===== src/design/tpma_pkg.sv =====
`timescale 1ns / 1ps
// Shared types and constants for the two-port memory arbiter.
package tpma_pkg;

  localparam int PORT_W          = 64;
  localparam int REQ_DEPTH_DEF   = 8;
  localparam int RSP_DEPTH_DEF   = 8;
  localparam int TAG_DEPTH_DEF   = 8;
  localparam int WORD_WIDTH_DEF  = 64;

  typedef struct packed {
    logic push;
    logic pop;
  } fifo_ctl_t;

endpackage


===== src/design/tpma_fifo.sv =====
`timescale 1ns / 1ps
// Circular FIFO with head readout and count, one push and one pop per cycle.
module tpma_fifo #(
  parameter int DEPTH = tpma_pkg::REQ_DEPTH_DEF,
  parameter int WIDTH = tpma_pkg::WORD_WIDTH_DEF
) (
  input  logic                         clk,
  input  logic                         rst_n,
  input  tpma_pkg::fifo_ctl_t          ctl,
  input  logic [WIDTH-1:0]             wdata,
  output logic [WIDTH-1:0]             head_data,
  output logic [$clog2(DEPTH+1)-1:0]   count
);

  localparam int AW = (DEPTH > 1) ? $clog2(DEPTH) : 1;
  localparam int CW = $clog2(DEPTH + 1);
  localparam int SW = CW + 1;

  logic [WIDTH-1:0] mem [DEPTH];
  logic [AW-1:0]    head_r;
  logic [AW-1:0]    head_nxt;
  logic [CW-1:0]    cnt_r;
  logic [SW-1:0]    tail_sum;
  logic [SW-1:0]    tail_wrap;
  logic [AW-1:0]    tail_idx;

  // head + count stays below twice the depth, so one subtract wraps it
  assign tail_sum  = SW'(head_r) + SW'(cnt_r);
  assign tail_wrap = (tail_sum >= SW'(DEPTH)) ? (tail_sum - SW'(DEPTH)) : tail_sum;
  assign tail_idx  = tail_wrap[AW-1:0];
  assign head_nxt  = (head_r == AW'(DEPTH - 1)) ? '0 : (head_r + AW'(1));

  assign head_data = mem[head_r];
  assign count     = cnt_r;

  always_ff @(posedge clk) begin
    if (ctl.push) begin
      mem[tail_idx] <= wdata;
    end
  end

  always_ff @(posedge clk) begin
    if (!rst_n) begin
      head_r <= '0;
      cnt_r  <= '0;
    end else begin
      if (ctl.pop) begin
        head_r <= head_nxt;
      end
      cnt_r <= cnt_r + CW'(ctl.push) - CW'(ctl.pop);
    end
  end

endmodule


===== src/design/two_port_memory_arbiter.sv =====
`timescale 1ns / 1ps
// Two-requester round-robin memory arbiter: input register, one pass, result register.
// An accepted item is held in the input register, then its result is captured in the result register and strobed.
// Throughput: one item per cycle; busy is always low, the queue pointer update is one pass.
// Reset: queue heads and counts clear to empty and requester 0 is favored;
// queue contents are not cleared. The receiver cannot stall: out_valid lasts one cycle.
module two_port_memory_arbiter #(
  parameter int REQ_DEPTH  = tpma_pkg::REQ_DEPTH_DEF,
  parameter int RSP_DEPTH  = tpma_pkg::RSP_DEPTH_DEF,
  parameter int TAG_DEPTH  = tpma_pkg::TAG_DEPTH_DEF,
  parameter int WORD_WIDTH = tpma_pkg::WORD_WIDTH_DEF
) (
  input  logic                        clk,
  input  logic                        rst_n,
  input  logic                        start,
  output logic                        busy,
  input  logic                        in_req0_valid,
  input  logic [tpma_pkg::PORT_W-1:0] in_req0_word,
  input  logic                        in_req1_valid,
  input  logic [tpma_pkg::PORT_W-1:0] in_req1_word,
  input  logic                        in_poll0,
  input  logic                        in_poll1,
  input  logic                        in_ram_ready,
  input  logic                        in_ram_rsp_valid,
  input  logic [tpma_pkg::PORT_W-1:0] in_ram_rsp_word,
  output logic                        out_valid,
  output logic                        out_room0,
  output logic                        out_room1,
  output logic                        out_fwd_valid,
  output logic [tpma_pkg::PORT_W-1:0] out_fwd_word,
  output logic                        out_fwd_source,
  output logic                        out_out0_valid,
  output logic [tpma_pkg::PORT_W-1:0] out_out0_word,
  output logic                        out_out1_valid,
  output logic [tpma_pkg::PORT_W-1:0] out_out1_word,
  output logic                        out_lost
);

  localparam int RCW = $clog2(REQ_DEPTH + 1);
  localparam int SCW = $clog2(RSP_DEPTH + 1);
  localparam int TCW = $clog2(TAG_DEPTH + 1);
  localparam int PW  = tpma_pkg::PORT_W;

  // input register
  logic                  stg_vld_r;
  logic                  req_vld_r  [2];
  logic [WORD_WIDTH-1:0] req_word_r [2];
  logic                  poll_r     [2];
  logic                  ram_ready_r;
  logic                  rsp_vld_r;
  logic [WORD_WIDTH-1:0] rsp_word_r;

  // queue status
  tpma_pkg::fifo_ctl_t   rq_ctl   [2];
  tpma_pkg::fifo_ctl_t   rsp_ctl  [2];
  tpma_pkg::fifo_ctl_t   tag_ctl;
  logic [RCW-1:0]        rq_cnt   [2];
  logic [WORD_WIDTH-1:0] rq_head  [2];
  logic [SCW-1:0]        rsp_cnt  [2];
  logic [WORD_WIDTH-1:0] rsp_head [2];
  logic [TCW-1:0]        tag_cnt;
  logic                  tag_head;

  // single-pass logic
  logic [RCW-1:0]        rq_cnt_enq  [2];
  logic [WORD_WIDTH-1:0] rq_word     [2];
  logic [SCW-1:0]        rsp_cnt_pol [2];
  logic                  room        [2];
  logic [TCW-1:0]        tag_cnt_rt;
  logic                  fwd_ok;
  logic                  fwd_v;
  logic                  fwd_src;
  logic                  fav_r;
  logic                  fav_nxt;
  logic                  lost_nxt;

  // result register
  logic                  out_valid_r;
  logic                  room0_r;
  logic                  room1_r;
  logic                  fwd_valid_r;
  logic [PW-1:0]         fwd_word_r;
  logic [PW-1:0]         fwd_word_nxt;
  logic                  fwd_source_r;
  logic                  got0_valid_r;
  logic [PW-1:0]         got0_word_r;
  logic [PW-1:0]         got0_word_nxt;
  logic                  got1_valid_r;
  logic [PW-1:0]         got1_word_r;
  logic [PW-1:0]         got1_word_nxt;
  logic                  lost_r;

  assign busy = 1'b0;

  always_ff @(posedge clk) begin
    if (!rst_n) begin
      stg_vld_r <= 1'b0;
    end else begin
      stg_vld_r <= start;
    end
  end

  always_ff @(posedge clk) begin
    req_vld_r[0]  <= in_req0_valid;
    req_word_r[0] <= in_req0_word[WORD_WIDTH-1:0];
    req_vld_r[1]  <= in_req1_valid;
    req_word_r[1] <= in_req1_word[WORD_WIDTH-1:0];
    poll_r[0]     <= in_poll0;
    poll_r[1]     <= in_poll1;
    ram_ready_r   <= in_ram_ready;
    rsp_vld_r     <= in_ram_rsp_valid;
    rsp_word_r    <= in_ram_rsp_word[WORD_WIDTH-1:0];
  end

  for (genvar g = 0; g < 2; g++) begin : g_side
    tpma_fifo #(
      .DEPTH (REQ_DEPTH),
      .WIDTH (WORD_WIDTH)
    ) u_req_q (
      .clk       (clk),
      .rst_n     (rst_n),
      .ctl       (rq_ctl[g]),
      .wdata     (req_word_r[g]),
      .head_data (rq_head[g]),
      .count     (rq_cnt[g])
    );

    tpma_fifo #(
      .DEPTH (RSP_DEPTH),
      .WIDTH (WORD_WIDTH)
    ) u_rsp_q (
      .clk       (clk),
      .rst_n     (rst_n),
      .ctl       (rsp_ctl[g]),
      .wdata     (rsp_word_r),
      .head_data (rsp_head[g]),
      .count     (rsp_cnt[g])
    );
  end

  tpma_fifo #(
    .DEPTH (TAG_DEPTH),
    .WIDTH (1)
  ) u_tag_q (
    .clk       (clk),
    .rst_n     (rst_n),
    .ctl       (tag_ctl),
    .wdata     (fwd_src),
    .head_data (tag_head),
    .count     (tag_cnt)
  );

  always_comb begin
    lost_nxt = 1'b0;

    // enqueue, then poll
    for (int s = 0; s < 2; s++) begin
      rq_ctl[s].push = stg_vld_r && req_vld_r[s] && (rq_cnt[s] != RCW'(REQ_DEPTH));
      rq_ctl[s].pop  = 1'b0;
      if (stg_vld_r && req_vld_r[s] && (rq_cnt[s] == RCW'(REQ_DEPTH))) begin
        lost_nxt = 1'b1;
      end
      rq_cnt_enq[s] = rq_cnt[s] + RCW'(rq_ctl[s].push);
      // an empty queue forwards the item that was just pushed
      rq_word[s] = (rq_cnt[s] == '0) ? req_word_r[s] : rq_head[s];

      rsp_ctl[s].pop  = stg_vld_r && poll_r[s] && (rsp_cnt[s] != '0);
      rsp_ctl[s].push = 1'b0;
      rsp_cnt_pol[s]  = rsp_cnt[s] - SCW'(rsp_ctl[s].pop);
    end

    // route the memory response to the owner at the tag head
    tag_ctl.pop  = stg_vld_r && rsp_vld_r && (tag_cnt != '0);
    tag_ctl.push = 1'b0;
    if (stg_vld_r && rsp_vld_r && (tag_cnt == '0)) begin
      lost_nxt = 1'b1;
    end
    if (tag_ctl.pop) begin
      if (rsp_cnt_pol[tag_head] != SCW'(RSP_DEPTH)) begin
        rsp_ctl[tag_head].push = 1'b1;
      end else begin
        lost_nxt = 1'b1;
      end
    end
    tag_cnt_rt = tag_cnt - TCW'(tag_ctl.pop);

    // forward, favored side first
    fwd_ok  = stg_vld_r && ram_ready_r && (tag_cnt_rt != TCW'(TAG_DEPTH));
    fwd_v   = 1'b0;
    fwd_src = 1'b0;
    fav_nxt = fav_r;
    if (fwd_ok) begin
      if (rq_cnt_enq[fav_r] != '0) begin
        fwd_v   = 1'b1;
        fwd_src = fav_r;
        fav_nxt = ~fav_r;
      end else if (rq_cnt_enq[~fav_r] != '0) begin
        fwd_v   = 1'b1;
        fwd_src = ~fav_r;
      end
    end
    if (fwd_v) begin
      rq_ctl[fwd_src].pop = 1'b1;
      tag_ctl.push        = 1'b1;
    end

    for (int s = 0; s < 2; s++) begin
      room[s] = (rq_cnt_enq[s] - RCW'(rq_ctl[s].pop)) != RCW'(REQ_DEPTH);
    end

    fwd_word_nxt  = fwd_v ? PW'(rq_word[fwd_src]) : '0;
    got0_word_nxt = rsp_ctl[0].pop ? PW'(rsp_head[0]) : '0;
    got1_word_nxt = rsp_ctl[1].pop ? PW'(rsp_head[1]) : '0;
  end

  always_ff @(posedge clk) begin
    if (!rst_n) begin
      fav_r       <= 1'b0;
      out_valid_r <= 1'b0;
    end else begin
      fav_r       <= fav_nxt;
      out_valid_r <= stg_vld_r;
    end
  end

  always_ff @(posedge clk) begin
    room0_r      <= room[0];
    room1_r      <= room[1];
    fwd_valid_r  <= fwd_v;
    fwd_word_r   <= fwd_word_nxt;
    fwd_source_r <= fwd_src;
    got0_valid_r <= rsp_ctl[0].pop;
    got0_word_r  <= got0_word_nxt;
    got1_valid_r <= rsp_ctl[1].pop;
    got1_word_r  <= got1_word_nxt;
    lost_r       <= lost_nxt;
  end

  assign out_valid      = out_valid_r;
  assign out_room0      = room0_r;
  assign out_room1      = room1_r;
  assign out_fwd_valid  = fwd_valid_r;
  assign out_fwd_word   = fwd_word_r;
  assign out_fwd_source = fwd_source_r;
  assign out_out0_valid = got0_valid_r;
  assign out_out0_word  = got0_word_r;
  assign out_out1_valid = got1_valid_r;
  assign out_out1_word  = got1_word_r;
  assign out_lost       = lost_r;

endmodule


===== config.mk =====
export PLATFORM = sky130hd
export DESIGN_NAME = two_port_memory_arbiter
export DESIGN_NICKNAME = d
export VERILOG_FILES = /design/src/design/tpma_pkg.sv /design/src/design/tpma_fifo.sv /design/src/design/two_port_memory_arbiter.sv
export SDC_FILE = /design/constraint.sdc
export NUM_CORES = 2
export LEC_CHECK = 0
export BUFFER_PORTS_ARGS = -buffer_cell sky130_fd_sc_hd__buf_2
export CAP_MARGIN = 20
export CELL_PAD_IN_SITES_DETAIL_PLACEMENT = 1
export CELL_PAD_IN_SITES_GLOBAL_PLACEMENT = 2
export CORE_AREA = 8 8 562 564
export CTS_CLUSTER_DIAMETER = 200
export DETAILED_ROUTE_END_ITERATION = 16
export DIE_AREA = 0 0 570 572
export PLACE_DENSITY_LB_ADDON = 0.1
export SYNTH_ARGS = -nofsm -noshare
export SYNTH_HDL_FRONTEND = slang
export SYNTH_SLANG_ARGS = --single-unit

===== constraint.sdc =====
create_clock -name clk -period 18.4 [get_ports clk]
set_clock_uncertainty 0.2 [all_clocks]
set_input_delay 0.92 -clock clk [delete_from_list [all_inputs] [get_ports clk]]
set_output_delay 0.92 -clock clk [all_outputs]
set_load 0.005 [all_outputs]

==> run summary <==
Share of layout cells above drive strength 1 = 22.8%
Slew margin rel. = 24.4%
Final net count = 5,778
Chip width = 570 µm
Worst Hold Class = input port to flip-flop
Via-to-Cell Ratio = 4.67
Cts hold-fix bufs = 192
Row cnt = 204
Drt first pass iters = 5
Placed cell count = 9,138
Most frequent cells in the layout = 2,056 x edfxtp_1, 660 x mux2i_1, 436 x dfxtp_1, 400 x buf_2, 304 x clkbuf_16
CORE AREA = 307,000 µm²
P&R area growth vs syn = 20.6%
Pwr per Cell Area = 127 nW/µm²
Num ports = 402
Number of port buffers = 400
Critical setup path kind = flip-flop to flip-flop
Routed WL = 269 mm
Routed WL per cell = 27.2 µm
Share of the synthesized area in the top cell type = 67.5%
CTS clock-pin slew for the worst setup and hold paths = 0.06 ns
Vias after detailed routing = 46.2k
CP arrival = 5.50 ns
Root buffer cell = clkbuf_16
Largest area contributor in the netlist = edfxtp_1
Buffer depth of the longest clock path = 4
Final Hold Viols = 0
RSZ-0062 raised after global routing = false
Peak VDD IR = 0.0849 mV
Post-route insts no fill = 9,880
Vias in the first global route = 50.7k
Post-DP HPWL = 152 mm
Placer Congestion = 0.714
Status = completed
Initial Utilization = 29.8%
CTS buffer count = 295
Syn_nets = 5,042
Crit share post-route = 28.4%
CTS tree = done
Top FF cell, synth = edfxtp_1
Total grt overflow = 0
Pre-CTS setup slack = 12.88 ns
Initial DRC Count = 2,677
Final worst slack = 13.18 ns
Residual DRC = 0
Average cell area after synthesis = 19.2 µm²
Synth area leaders = edfxtp_1 67%, dfxtp_1 9.7%, mux2i_1 7.2%, mux4_2 6.4%, a22oi_1 2.1%
Setup crit start kind = flip-flop
Setup repair bufs after CTS = 0
Pin count of the biggest net entering global routing = 133
Synth Cell Area = 91,500 µm²
Detail Route Antenna Nets = 0
Die Span Y = 572 µm
Worst-margin pin slew = 1.13 ns
EDFF count, synth = 2,056
Final Util = 35.9%
CTS sink cnt = 2,500
Full die area = 326,000 µm²
CP Capture Type = flip-flop
Syn Inst Count = 4,773
Initial antenna violation count = 32
Commonest non-fill, non-tap cell in the layout = edfxtp_1
Distinct cells, synth = 51
Synth Register Bits = 2,500
Post-cts resize count = 0
Min Tclk post-route = 5.22 ns
Gr usage total = 16.1%
Setup tns final = 0 ns
P_leak = 35.8 nW
Max cap viols = 0
Max FO, Critical Path = 45
Later-pin clock latency in the skew report = 0.87 ns
WP data required = 18.68 ns
Asr flop ratio synth = 0%
Fin. max-slew vios = 0
YS warnings = 0
Sequential share of the synthesized area = 77.2%
Post-Route Hold Slack = 0.0812 ns
H-Tree Level Count = 5
Maximum clock rate = 192 MHz
Global-route wire length before repair = 382 mm
Final setup viols = 0
[per-layer routing]
layer  global-route usage, %  vias up  wire (µm)
li1                        -    20419          -
met1                    20.6    24457     115000
met2                    28.1      890     135000
met3                    2.39      406      10200
met4                    5.26        6       8880
met5                       0        -         38
[power by group]
part | switching, mW | internal [mW] | leakage [nW]
clock | 2.33 | 3.55 | 4.79
sequential | 0.161 | 6.28 | 22.2
combinational | 1.12 | 0.519 | 8.87
total | 3.61 | 10.4 | 35.8
[worst max-delay path, cell delays in order (launching register included)]
cell       delay (ns)
dfxtp_1          0.73
nand3_4          0.57
inv_1            0.32
ha_1             0.21
nand2b_1         0.12
a21oi_1          0.08
o2111ai_1        0.39
nand4_1          0.46
nor2_4           0.76
buf_4            0.86
[sequential cells by signal (all words and copies together) (netlist names), 2 cells and up, named ones only]
name / count
g_side.u_req_q.head_r: 6
g_side.u_rsp_q.mem: 1024
u_tag_q.mem: 8
g_side.u_rsp_q.head_r: 6
g_side.u_req_q.count: 8
poll_r: 2
g_side.u_rsp_q.count: 8
out_fwd_word: 64
rsp_word_r: 64
u_tag_q.count: 4
out_out0_word: 64
out_out1_word: 64
req_vld_r: 2
u_tag_q.head_r: 3
g_side.u_req_q.mem: 1024
req_word_r: 128
[through the flow]
step | power [mW] | area [µm²]
floorplan | 7.40 | 91500
global placement | 8.26 | 98600
detailed placement | 8.27 | 98600
CTS | 14.3 | 110000
global route | 14.5 | 110000
finish | 14.0 | 110000
[cell usage after synthesis, types with 4 or more instances]
master / instances
ha_1: 58
dfxtp_1: 444
o2bb2ai_1: 6
nand3_1: 71
edfxtp_1: 2056
mux2i_1: 660
buf_4: 8
xnor2_1: 16
mux4_2: 258
buf_1: 24
clkbuf_1: 125
a22oi_1: 256
nor2b_1: 12
buf_2: 86
a21boi_0: 6
and3_1: 67
and2_1: 23
a21oi_1: 75
o2bb2ai_2: 58
nor3_1: 20
inv_1: 33
nand2_1: 168
nor4_1: 4
xor2_1: 17
nor2_1: 165
fa_1: 10
buf_6: 7
nand2b_1: 6
[worst paths after layout]
check	start	endpoint	slack, ns	depth (start not counted)
setup / recovery	stg_vld_r	g_side[0].u_rsp_q.mem[3][39]	13.18	9
hold / removal	in_req0_word[4]	req_word_r[0][4]	0.08	1
hold reg to reg	g_side[1].u_req_q.head_r[1]	g_side[1].u_req_q.head_r[1]	0.33	2
setup reg to reg	stg_vld_r	g_side[0].u_rsp_q.mem[3][39]	13.18	9
[kinds of logic after synthesis]
kind of cell | share of synthesized area, %
flip-flops | 77.2
multiplexers | 13.6
AND/OR/NAND/NOR | 2.78
AO/OA/AOI/OAI | 3.72
buffers and inverters | 1.37
adder cells (fa/ha/maj) | 1.01
XOR/XNOR | 0.316
other | 0.00410
[area by class of cell]
class	count	area (µm²)
well taps	4120	5150
fillers	30155	197000
clock inverters	112	1260
flip-flops and latches	2500	70700
repair buffers	689	4740
clock buffers	427	8520
inverters	34	128
diodes	9	22.5
multi-input cells	1989	19900
(Power assumes the default switching activity.)
